`config.mk`:
```
export PLATFORM = sky130hd
export DESIGN_NAME = output_pin_lock_blink_pulse
export DESIGN_NICKNAME = d
export VERILOG_FILES = /design/src/hdl/oplbp_pkg.sv /design/src/hdl/output_pin_lock_blink_pulse.sv
export SDC_FILE = /design/constraint.sdc
export NUM_CORES = 1
export LEC_CHECK = 0
export BUFFER_PORTS_ARGS = -buffer_cell sky130_fd_sc_hd__buf_2
export CAP_MARGIN = 30
export CORE_MARGIN = 5
export CORE_UTILIZATION = 45
export CTS_BUF_LIST = sky130_fd_sc_hd__clkbuf_16
export CTS_CLUSTER_DIAMETER = 50
export DETAILED_ROUTE_END_ITERATION = 10
export HOLD_SLACK_MARGIN = 0.15
export PLACE_DENSITY_LB_ADDON = 0.08
export SLEW_MARGIN = 20
export SYNTH_ARGS = -nofsm -noshare
export SYNTH_HDL_FRONTEND = slang
export SYNTH_SLANG_ARGS = --single-unit
```
`constraint.sdc`:
```
create_clock -name clk -period 7.72 [get_ports clk]
set_clock_uncertainty 0.1 [all_clocks]
set_input_delay 0.772 -clock clk [delete_from_list [all_inputs] [get_ports clk]]
set_output_delay 0.772 -clock clk [all_outputs]
set_load 0.02 [all_outputs]
```
`src/hdl/oplbp_pkg.sv`:
```
// oplbp_pkg: codes, register indexes and reset values of the output pin driver
// used by output_pin_lock_blink_pulse, tb_pin_checker and tb_top; depends on nothing
package oplbp_pkg;

    localparam int TIME_W    = 32;
    localparam int ON_OFF_W  = 16;
    localparam int MODE_W    = 3;
    localparam int ACTION_W  = 2;
    localparam int KIND_W    = 2;
    localparam int CFG_IDX_W = 4;
    localparam int CFG_DAT_W = 16;

    localparam logic [TIME_W-1:0] TIMER_IDLE = '1;

    // event kinds
    localparam logic [KIND_W-1:0] EV_TICK   = 2'd0;
    localparam logic [KIND_W-1:0] EV_SWITCH = 2'd1;
    localparam logic [KIND_W-1:0] EV_BLINK  = 2'd2;
    localparam logic [KIND_W-1:0] EV_LOCK   = 2'd3;

    // blink modes
    localparam logic [MODE_W-1:0] MODE_NEVER      = 3'd0;
    localparam logic [MODE_W-1:0] MODE_IF_OFF     = 3'd1;
    localparam logic [MODE_W-1:0] MODE_IF_ON      = 3'd2;
    localparam logic [MODE_W-1:0] MODE_OBJECT     = 3'd3;
    localparam logic [MODE_W-1:0] MODE_OBJ_AND_OFF = 3'd4;
    localparam logic [MODE_W-1:0] MODE_OBJ_AND_ON = 3'd5;
    localparam logic [MODE_W-1:0] MODE_ALWAYS     = 3'd6;
    localparam logic [MODE_W-1:0] MODE_PULSE      = 3'd7;

    // lock actions
    localparam logic [ACTION_W-1:0] ACT_NONE   = 2'd0;
    localparam logic [ACTION_W-1:0] ACT_OFF    = 2'd1;
    localparam logic [ACTION_W-1:0] ACT_ON     = 2'd2;
    localparam logic [ACTION_W-1:0] ACT_TOGGLE = 2'd3;

    // configuration register indexes
    localparam logic [CFG_IDX_W-1:0] REG_BLINK_MODE   = 4'd0;
    localparam logic [CFG_IDX_W-1:0] REG_ON_TIME      = 4'd1;
    localparam logic [CFG_IDX_W-1:0] REG_OFF_TIME     = 4'd2;
    localparam logic [CFG_IDX_W-1:0] REG_INVERT_OUT   = 4'd3;
    localparam logic [CFG_IDX_W-1:0] REG_LOCK_INVERT  = 4'd4;
    localparam logic [CFG_IDX_W-1:0] REG_LOCK_RESUME  = 4'd5;
    localparam logic [CFG_IDX_W-1:0] REG_LOCK_SW_ACT  = 4'd6;
    localparam logic [CFG_IDX_W-1:0] REG_LOCK_BL_ACT  = 4'd7;

    localparam logic [ON_OFF_W-1:0] ON_TIME_RESET  = 16'd500;
    localparam logic [ON_OFF_W-1:0] OFF_TIME_RESET = 16'd500;

    function automatic logic apply_action(input logic [ACTION_W-1:0] act, input logic cur);
        logic r;
        begin
            case (act)
                ACT_OFF: r = 1'b0;
                ACT_ON:  r = 1'b1;
                default: r = !cur;
            endcase
            return r;
        end
    endfunction

endpackage

```
`src/hdl/output_pin_lock_blink_pulse.sv`:
```
// output_pin_lock_blink_pulse: top level of the output pin driver with lock, blink and pulse
// depends on oplbp_pkg; checked by oplbp_checker (bound from its own file)

// One item is taken per clock cycle while the result side does not stall. An accepted
// item is held in the input register, is evaluated there against the stored switch,
// blink, lock and timer state, and its result lands in the result register when
// that register is empty or its result is taken; with out_ready held high items
// flow at one per cycle. The critical path is the timer: an add of the
// pulse length, the expiry compare against now_ms and the phase-time add.
// Configuration writes are taken every cycle (cfg_ready is always high) and are
// meant to be made while no item is in flight.
module output_pin_lock_blink_pulse (
    input  logic                              clk,
    input  logic                              rst_n,
    input  logic                              in_valid,
    output logic                              in_ready,
    input  logic [oplbp_pkg::KIND_W-1:0]      event_kind,
    input  logic                              obj_value,
    input  logic [oplbp_pkg::TIME_W-1:0]      now_ms,
    output logic                              out_valid,
    input  logic                              out_ready,
    output logic                              pin_level,
    output logic                              switch_write,
    output logic                              switch_value,
    output logic                              blink_write,
    output logic                              blink_value,
    output logic                              status_write,
    output logic                              status_value,
    input  logic                              cfg_valid,
    output logic                              cfg_ready,
    input  logic [oplbp_pkg::CFG_IDX_W-1:0]   cfg_index,
    input  logic [oplbp_pkg::CFG_DAT_W-1:0]   cfg_data
);

    // configuration
    logic [oplbp_pkg::MODE_W-1:0]   blink_mode_reg;
    logic [oplbp_pkg::ON_OFF_W-1:0] on_time_reg;
    logic [oplbp_pkg::ON_OFF_W-1:0] off_time_reg;
    logic                           invert_out_reg;
    logic                           lock_invert_reg;
    logic                           lock_resume_reg;
    logic [oplbp_pkg::ACTION_W-1:0] lock_sw_act_reg;
    logic [oplbp_pkg::ACTION_W-1:0] lock_bl_act_reg;

    // input register
    logic                           in_valid_reg;
    logic [oplbp_pkg::KIND_W-1:0]   kind_reg;
    logic                           value_reg;
    logic [oplbp_pkg::TIME_W-1:0]   now_reg;

    // block state
    logic                           switch_state_reg,  switch_state_next;
    logic                           blink_en_reg,      blink_en_next;
    logic                           blink_phase_reg,   blink_phase_next;
    logic                           lock_engaged_reg,  lock_engaged_next;
    logic                           sw_held_reg,       sw_held_next;
    logic                           bl_held_reg,       bl_held_next;
    logic                           status_shadow_reg, status_shadow_next;
    logic [oplbp_pkg::TIME_W-1:0]   next_action_reg,   next_action_next;

    // result register
    logic out_valid_reg, out_valid_next;
    logic level_reg,     level_next;
    logic sw_wr_reg,     sw_wr_next;
    logic sw_val_reg,    sw_val_next;
    logic bl_wr_reg,     bl_wr_next;
    logic bl_val_reg,    bl_val_next;
    logic st_wr_reg,     st_wr_next;
    logic st_val_reg,    st_val_next;

    logic advance;
    logic blink_active;
    logic sw_mid;
    logic [oplbp_pkg::TIME_W-1:0] nat_mid;
    logic [oplbp_pkg::TIME_W-1:0] phase_add;

    assign advance   = in_valid_reg && (!out_valid_reg || out_ready);
    assign in_ready  = !in_valid_reg || advance;
    assign cfg_ready = 1'b1;

    always_ff @(posedge clk or negedge rst_n)
    begin
        if (!rst_n)
        begin
            blink_mode_reg  <= oplbp_pkg::MODE_NEVER;
            on_time_reg     <= oplbp_pkg::ON_TIME_RESET;
            off_time_reg    <= oplbp_pkg::OFF_TIME_RESET;
            invert_out_reg  <= 1'b0;
            lock_invert_reg <= 1'b0;
            lock_resume_reg <= 1'b0;
            lock_sw_act_reg <= oplbp_pkg::ACT_NONE;
            lock_bl_act_reg <= oplbp_pkg::ACT_NONE;
        end
        else if (cfg_valid)
        begin
            unique case (cfg_index)
                oplbp_pkg::REG_BLINK_MODE:
                    blink_mode_reg <= cfg_data[oplbp_pkg::MODE_W-1:0];
                oplbp_pkg::REG_ON_TIME:     on_time_reg     <= cfg_data;
                oplbp_pkg::REG_OFF_TIME:    off_time_reg    <= cfg_data;
                oplbp_pkg::REG_INVERT_OUT:  invert_out_reg  <= cfg_data[0];
                oplbp_pkg::REG_LOCK_INVERT: lock_invert_reg <= cfg_data[0];
                oplbp_pkg::REG_LOCK_RESUME: lock_resume_reg <= cfg_data[0];
                oplbp_pkg::REG_LOCK_SW_ACT:
                    lock_sw_act_reg <= cfg_data[oplbp_pkg::ACTION_W-1:0];
                oplbp_pkg::REG_LOCK_BL_ACT:
                    lock_bl_act_reg <= cfg_data[oplbp_pkg::ACTION_W-1:0];
                default: ;
            endcase
        end
    end

    always_ff @(posedge clk or negedge rst_n)
    begin
        if (!rst_n)
            in_valid_reg <= 1'b0;
        else if (in_ready)
            in_valid_reg <= in_valid;
    end

    always_ff @(posedge clk)
    begin
        if (in_valid && in_ready)
        begin
            kind_reg  <= event_kind;
            value_reg <= obj_value;
            now_reg   <= now_ms;
        end
    end

    always_comb
    begin
        switch_state_next  = switch_state_reg;
        blink_en_next      = blink_en_reg;
        blink_phase_next   = blink_phase_reg;
        lock_engaged_next  = lock_engaged_reg;
        sw_held_next       = sw_held_reg;
        bl_held_next       = bl_held_reg;
        status_shadow_next = status_shadow_reg;
        sw_wr_next         = 1'b0;
        sw_val_next        = 1'b0;
        bl_wr_next         = 1'b0;
        bl_val_next        = 1'b0;
        st_wr_next         = 1'b0;
        st_val_next        = 1'b0;
        blink_active       = 1'b0;

        // object updates and lock handling
        case (kind_reg)
            oplbp_pkg::EV_SWITCH:
            begin
                sw_held_next = value_reg;
                if (!lock_engaged_reg)
                    switch_state_next = value_reg;
            end
            oplbp_pkg::EV_BLINK:
            begin
                bl_held_next = value_reg;
                if (!lock_engaged_reg)
                    blink_en_next = value_reg;
            end
            oplbp_pkg::EV_LOCK:
            begin
                lock_engaged_next = value_reg ^ lock_invert_reg;
                if (lock_engaged_next)
                begin
                    if (lock_sw_act_reg != oplbp_pkg::ACT_NONE)
                    begin
                        switch_state_next = oplbp_pkg::apply_action(lock_sw_act_reg,
                                                                    switch_state_reg);
                        sw_held_next = switch_state_next;
                        sw_wr_next   = 1'b1;
                        sw_val_next  = switch_state_next;
                    end
                    if (lock_bl_act_reg != oplbp_pkg::ACT_NONE)
                    begin
                        blink_en_next = oplbp_pkg::apply_action(lock_bl_act_reg, blink_en_reg);
                        bl_held_next  = blink_en_next;
                        bl_wr_next    = 1'b1;
                        bl_val_next   = blink_en_next;
                    end
                end
                else if (lock_resume_reg)
                begin
                    switch_state_next = sw_held_reg;
                    blink_en_next     = bl_held_reg;
                end
            end
            default: ;
        endcase

        sw_mid = switch_state_next;

        // blink selection and timer arming
        case (blink_mode_reg)
            oplbp_pkg::MODE_NEVER:       blink_active = 1'b0;
            oplbp_pkg::MODE_IF_OFF:      blink_active = !sw_mid;
            oplbp_pkg::MODE_IF_ON:       blink_active = sw_mid;
            oplbp_pkg::MODE_OBJECT:      blink_active = blink_en_next;
            oplbp_pkg::MODE_OBJ_AND_OFF: blink_active = !sw_mid && blink_en_next;
            oplbp_pkg::MODE_OBJ_AND_ON:  blink_active = sw_mid && blink_en_next;
            oplbp_pkg::MODE_ALWAYS:      blink_active = 1'b1;
            default:                     blink_active = 1'b0;
        endcase

        if (blink_mode_reg == oplbp_pkg::MODE_PULSE)
        begin
            if (sw_mid && next_action_reg == oplbp_pkg::TIMER_IDLE)
                nat_mid = now_reg + oplbp_pkg::TIME_W'(on_time_reg);
            else
                nat_mid = next_action_reg;
        end
        else if (blink_active)
            nat_mid = (next_action_reg == oplbp_pkg::TIMER_IDLE) ? now_reg : next_action_reg;
        else
            nat_mid = oplbp_pkg::TIMER_IDLE;

        next_action_next = nat_mid;
        phase_add = oplbp_pkg::TIME_W'(blink_phase_reg ? off_time_reg : on_time_reg);

        // timer expiry: pulse end or one phase step
        if (nat_mid < now_reg)
        begin
            if (blink_mode_reg == oplbp_pkg::MODE_PULSE)
            begin
                if (sw_mid)
                begin
                    next_action_next  = oplbp_pkg::TIMER_IDLE;
                    switch_state_next = 1'b0;
                    sw_wr_next        = 1'b1;
                    sw_val_next       = 1'b0;
                end
            end
            else
            begin
                blink_phase_next = !blink_phase_reg;
                next_action_next = nat_mid + phase_add;
            end
        end

        level_next = (blink_active ? blink_phase_next : switch_state_next) ^ invert_out_reg;

        if (blink_mode_reg != oplbp_pkg::MODE_PULSE && status_shadow_reg != switch_state_next)
        begin
            status_shadow_next = switch_state_next;
            st_wr_next         = 1'b1;
            st_val_next        = switch_state_next;
        end

        out_valid_next = advance || (out_valid_reg && !out_ready);
    end

    always_ff @(posedge clk or negedge rst_n)
    begin
        if (!rst_n)
        begin
            switch_state_reg  <= 1'b0;
            blink_en_reg      <= 1'b0;
            blink_phase_reg   <= 1'b0;
            lock_engaged_reg  <= 1'b0;
            sw_held_reg       <= 1'b0;
            bl_held_reg       <= 1'b0;
            status_shadow_reg <= 1'b0;
            next_action_reg   <= oplbp_pkg::TIMER_IDLE;
            out_valid_reg     <= 1'b0;
        end
        else
        begin
            out_valid_reg <= out_valid_next;
            if (advance)
            begin
                switch_state_reg  <= switch_state_next;
                blink_en_reg      <= blink_en_next;
                blink_phase_reg   <= blink_phase_next;
                lock_engaged_reg  <= lock_engaged_next;
                sw_held_reg       <= sw_held_next;
                bl_held_reg       <= bl_held_next;
                status_shadow_reg <= status_shadow_next;
                next_action_reg   <= next_action_next;
            end
        end
    end

    always_ff @(posedge clk)
    begin
        if (advance)
        begin
            level_reg  <= level_next;
            sw_wr_reg  <= sw_wr_next;
            sw_val_reg <= sw_val_next;
            bl_wr_reg  <= bl_wr_next;
            bl_val_reg <= bl_val_next;
            st_wr_reg  <= st_wr_next;
            st_val_reg <= st_val_next;
        end
    end

    assign out_valid    = out_valid_reg;
    assign pin_level    = level_reg;
    assign switch_write = sw_wr_reg;
    assign switch_value = sw_val_reg;
    assign blink_write  = bl_wr_reg;
    assign blink_value  = bl_val_reg;
    assign status_write = st_wr_reg;
    assign status_value = st_val_reg;

endmodule

```
**Word level (Yosys, flattened, before mapping)**

Index checks and enable logic that the tools add are counted.
W data, S select, Z words.

- Bits in registers: 125
- Input port bits: 60
- Output and inout bits: 10

- Reduce and logical (&&, ||, !) cells: 36
- Equal/unequal tests: 27
- Order comparisons: 1
- Multiplexer cells: 46
- $add $sub $neg: 2
- Bitwise operators: 2

Operators with widths:

| kind | count |
|---|---|
| $mux W32 | 7 |
| $add A32 B16 Y32 | 2 |
| $eq A32 B32 Y1 const B | 1 |
| $lt A32 B32 Y1 | 1 |
| $mux W1 | 31 |
| $reduce_and A2 Y1 | 11 |
| $eq A4 B3 Y1 const B | 4 |
| $mux W16 | 1 |
| $eq A3 B3 Y1 const B | 4 |
| $pmux W1 S2 | 6 |
| $eq A2 B2 Y1 const B | 4 |
| $eq A4 B2 Y1 const B | 2 |
| $reduce_and A4 Y1 | 2 |
| $reduce_bool A2 Y1 | 4 |
| $logic_and A1 B1 Y1 | 7 |
| $logic_not A1 Y1 | 7 |
| $eq A2 B1 Y1 const B | 3 |
| $eq A3 B2 Y1 const B | 2 |
| $ne A2 B2 Y1 const B | 3 |
| $pmux W1 S6 | 1 |
| $eq A4 B1 Y1 const B | 1 |
| $logic_not A4 Y1 | 1 |
| $eq A3 B1 Y1 const B | 1 |
| $logic_or A1 B1 Y1 | 3 |
| 4 further kinds | 5 |

**Logic depth before layout (Yosys ltp)**

- Depth after elaboration: 15
- Mapped depth: 25
- Depth with buffers taken out: 22

**Worst setup path before layout**

No wires, ideal clock.

- Kind: reg2reg
- From: register value_reg
- To: register next_action_reg[19] in the netlist's numbering
- Arrival: 5.180 ns
- Path slack: 2.361 ns
- Stages on the path, launching flop included: 24
- Clock period less this slack: 5.359 ns
- Required time: 7.541 ns
- Buffers on the path: 3
- Path through: edfxtp_1 > xnor2_2 > nand2_1 > a31oi_2 > o221ai_1 > o21ai_1 > nand2b_1 > clkbuf_1 > clkbuf_1 > o21ai_0 > a22oi_1 > ha_1 > a21o_1 > a21oi_1 > nor2b_1 > o311a_1 > nor2b_1 > o21ai_0 > a2111oi_0 > and3_1 > buf_2 > nand2_1 > mux2_2 > o21ai_0

- Cells in the longest elaborated chain, start to end: 11
- Elaborated cells between the ends (all ways): 20
- Classes of those cells: 1 x add/sub; 1 x order compare; 13 x mux; 1 x bitwise; 4 x reduce/logical

Ends and longest elaborated chain:

| element | RTL line | RTL |
|---|---|---|
| start: declaration | output_pin_lock_blink_pulse.sv:48 | `logic value_reg;` |
| start signal: assignment | output_pin_lock_blink_pulse.sv:126 | `value_reg <= obj_value;` |
| $xor A1 B1 Y1 | output_pin_lock_blink_pulse.sv:164 | `lock_engaged_next = value_reg ^ lock_invert_reg;` |
| $mux W1 | output_pin_lock_blink_pulse.sv:165 | `if (lock_engaged_next)` |
| $pmux W1 S2 | output_pin_lock_blink_pulse.sv:149 | `case (kind_reg)` |
| $logic_not A1 Y1 | output_pin_lock_blink_pulse.sv:197, output_pin_lock_blink_pulse.sv:200 |  |
| $logic_and A1 B1 Y1 | output_pin_lock_blink_pulse.sv:200 | `oplbp_pkg::MODE_OBJ_AND_OFF: blink_active = !sw_mid && blink_en_next;` |
| $pmux W1 S6 | output_pin_lock_blink_pulse.sv:195 | `case (blink_mode_reg)` |
| $mux W32 | output_pin_lock_blink_pulse.sv:213 | `else if (blink_active)` |
| $mux W32 | output_pin_lock_blink_pulse.sv:206 | `if (blink_mode_reg == oplbp_pkg::MODE_PULSE)` |
| $add A32 B16 Y32 or $mux W32 (tied branches) | output_pin_lock_blink_pulse.sv:237, output_pin_lock_blink_pulse.sv:226 |  |
| $mux W32 | output_pin_lock_blink_pulse.sv:224 | `if (blink_mode_reg == oplbp_pkg::MODE_PULSE)` |
| $mux W32 * | output_pin_lock_blink_pulse.sv:222 | `if (nat_mid < now_reg)` |
| end signal: assignment | output_pin_lock_blink_pulse.sv:264 | `next_action_reg <= oplbp_pkg::TIMER_IDLE;` |
| end signal: assignment | output_pin_lock_blink_pulse.sv:279 | `next_action_reg <= next_action_next;` |
| end: declaration | output_pin_lock_blink_pulse.sv:59 | `logic [oplbp_pkg::TIME_W-1:0] next_action_reg, next_action_next;` |

Mark *: on every way between the ends. The rest lies on a longest branch, timed or not.
A chain may end at the register's enable or synchronous reset.

**Final worst setup path**

- From: register value_reg
- To: register next_action_reg[25] in the netlist's numbering

Same word-level chain as after synthesis.

==> results.json <==
{
  "status": "finished clean",
  "place_hpwl_um": 19000,
  "synthCells": 959,
  "synth_adder_area_share": 0.0972,
  "pwr_density_cell_mw_per_mm2": 358,
  "grt_pass1_wl_um": 40800,
  "synth_area_mm2": 0.00904,
  "vias_per_cell": 5.89,
  "yosys-mux-area-fraction": 0.0719,
  "clock.fmax_mhz": 144,
  "postCtsSetupBuffers": 0,
  "synthTopCellsByArea": "edfxtp_1, dfstp_2, dfrtp_1",
  "initial_core_util": 0.461,
  "ys_types": 91,
  "die_h_um": 152,
  "async_flop_share": 0.664,
  "num_rows": 51,
  "fin_area_mm2": 0.0103,
  "dp.cells": 1271,
  "grt_usage": 0.232,
  "drt_iter0_markers": 743,
  "synth_xor_area_frac": 0.0415,
  "cts_inserted_buffers": 17,
  "period_share": 0.899,
  "area_growth_pct": 14.2,
  "grt_remaining_overflow": 0,
  "die_area_mm2": 0.0230,
  "clk_path_buf_depth": 2,
  "endpoint_kind": "flip-flop",
  "p_leak_nw": 4.29,
  "setup_viol": 0,
  "cp.required_ns": 7.97,
  "cts-resized-gates": 0,
  "core_mm2": 0.0196,
  "syn_avg_cell_area_um2": 9.42,
  "dpl_worst_slack_ns": 0.885,
  "synth_top_area_cell": "edfxtp_1",
  "antenna_found_initial": 0,
  "insertion_delay_ns": 0.43,
  "layoutNonFillerInstCount": 1305,
  "ys_seq_area_frac": 0.376,
  "cts_hold_buf": 0,
  "placed_area_mm2": 0.00969,
  "yosys.area_share.simple": 0.165,
  "drc": 0,
  "drt_pass1_iterations": 5,
  "drive_above_1_share": 0.231,
  "vdd_drop_max_uv": 157,
  "io_buffers": 68,
  "drv_cap": 0,
  "synth_top_family_by_area": "compound AO/OA/AOI/OAI gates",
  "final_antenna_net_count": 0,
  "crit_type": "reg -> reg",
  "critical_path.startpoint_type": "flip-flop",
  "num_io_pins": 70,
  "synth_compound_area_frac": 0.208,
  "syn_nets": 1088,
  "vias": 7690,
  "ctsHtreeMaxLevel": 4,
  "yosys.area.top_type_share": 0.140,
  "die_w_um": 152,
  "maxSlewViolCount": 0,
  "r2r-end": "next_action_reg[25]",
  "diodes": 0,
  "min_period_ns": 6.94,
  "ys.flop_type": "dfstp_2",
  "place.gp.congestion": 0.919,
  "nets": 1156,
  "synth_seq_cells": 125,
  "critPathMaxFanout": 12,
  "cts_tree": "built",
  "grt_max_degree": 43,
  "layout_commonest_cell": "nand2_1",
  "wirelength_um": 25900,
  "yosys_warnings": 0,
  "rsz0062_at_grt": "false",
  "grt_pass1_vias": 7419,
  "wl_per_cell_um": 19.8,
  "clock_sinks": 125,
  "fin_ws_ns": 0.776,
  "cts_root_buffer": "clkbuf_16",
  "reg2reg_depth": 21,
  "worstMarginPinSlew_ns": 0.818,
  "critPathArrivalTime_ns": 7.20,
  "reg2reg_from": "value_reg",
  "finalPower_mw": 3.70,
  "finalSetupTns_ns": 0,
  "final_cell_mix": "nand2_1, o21ai_0, nor2_1",
  "worst-r2r-setup-slack_ns": 0.78,
  "hp-class": "in -> async",
  "synth_enable_flop_cells": 42,
  "path_clk_slew_ns": 0.06,
  "hold_viol_final": 0,
  "maxSlewHeadroom": 0.455
}
## power by group
group	internal [mW]	switching, mW
Sequential	0.914	0.147
Clock	0.506	0.325
Combinational	0.754	1.05
## critical path, cell delays in order (launching register included)
cell       delay (ns)
edfxtp_1         0.51
xnor2_2          0.43
nand2_1          0.13
a31oi_2          0.37
o221ai_1         0.23
o21ai_1          0.53
nand2b_1         0.66
buf_4            0.31
o21ai_0          0.09
a22oi_1          0.40
ha_1             0.23
a21o_1           0.09
a21oi_1          0.09
nor2b_1          0.18
o311a_1          0.28
nor2b_1          0.17
o21ai_0          0.15
a2111oi_0        0.73
and3_1           0.38
nor3b_4          0.39
a211oi_1         0.16
o31ai_2          0.24
## stage by stage
stage | hold slack (ns) | utilization
floorplan | 0.349 | -
global placement | 0.368 | 0.493
detailed placement | 0.382 | 0.494
CTS | 0.266 | 0.525
global route | 0.296 | 0.527
finish | 0.255 | 0.527
## routing by layer
layer  GRT usage  routed length [um]
met5           0                   0
met4      0.0795                 539
met3      0.0324                1450
met2       0.358               11500
met1       0.334               12400
## worst max path at each step
| stage | from | end | slack, ns | cells after the start |
|---|---|---|---|---|
| after global placement | value_reg | next_action_reg[25] | 0.94 | 21 |
| after CTS | value_reg | next_action_reg[25] | 0.92 | 21 |
| after global routing | value_reg | next_action_reg[31] | 0.29 | 21 |
| after detailed placement | value_reg | next_action_reg[25] | 0.89 | 21 |
| after floorplan | value_reg | next_action_reg[19] | 2.36 | 23 |
| final | value_reg | next_action_reg[25] | 0.78 | 21 |
## synthesized netlist by cell type (all sizes together), types with 12 or more instances
cell type and count:
inv 55, nand4 16, buf 12, dfrtp 39, and3 12, o21ai 76, a21o 13, nor2 73
xnor2 29, a211oi 12, nor3 20, mux2 55, edfxtp 42, xor2 13, a21oi 65, nand3 28
clkbuf 23, nand2b 12, dfstp 44, ha 67, nand2 76, o22ai 15
## final cells by class
type | instances | area (um^2)
clock buffer | 17 | 425
clock inverter | 15 | 170
fill | 1811 | 9270
inverter | 56 | 210
multi-input combinational | 743 | 5290
sequential | 125 | 3390
tap | 265 | 332
timing repair buffer | 84 | 498
## cell families (layout without fill, tap and decap cells)
group,Yosys count,in the layout
fa+ha+maj,69,69
xor+xnor,42,42
other cells,1,1
compound gates,281,281
flops,125,125
mux,58,58
simple gates,292,292
buf+inv,91,172
Power figures use the tool's default switching activity.
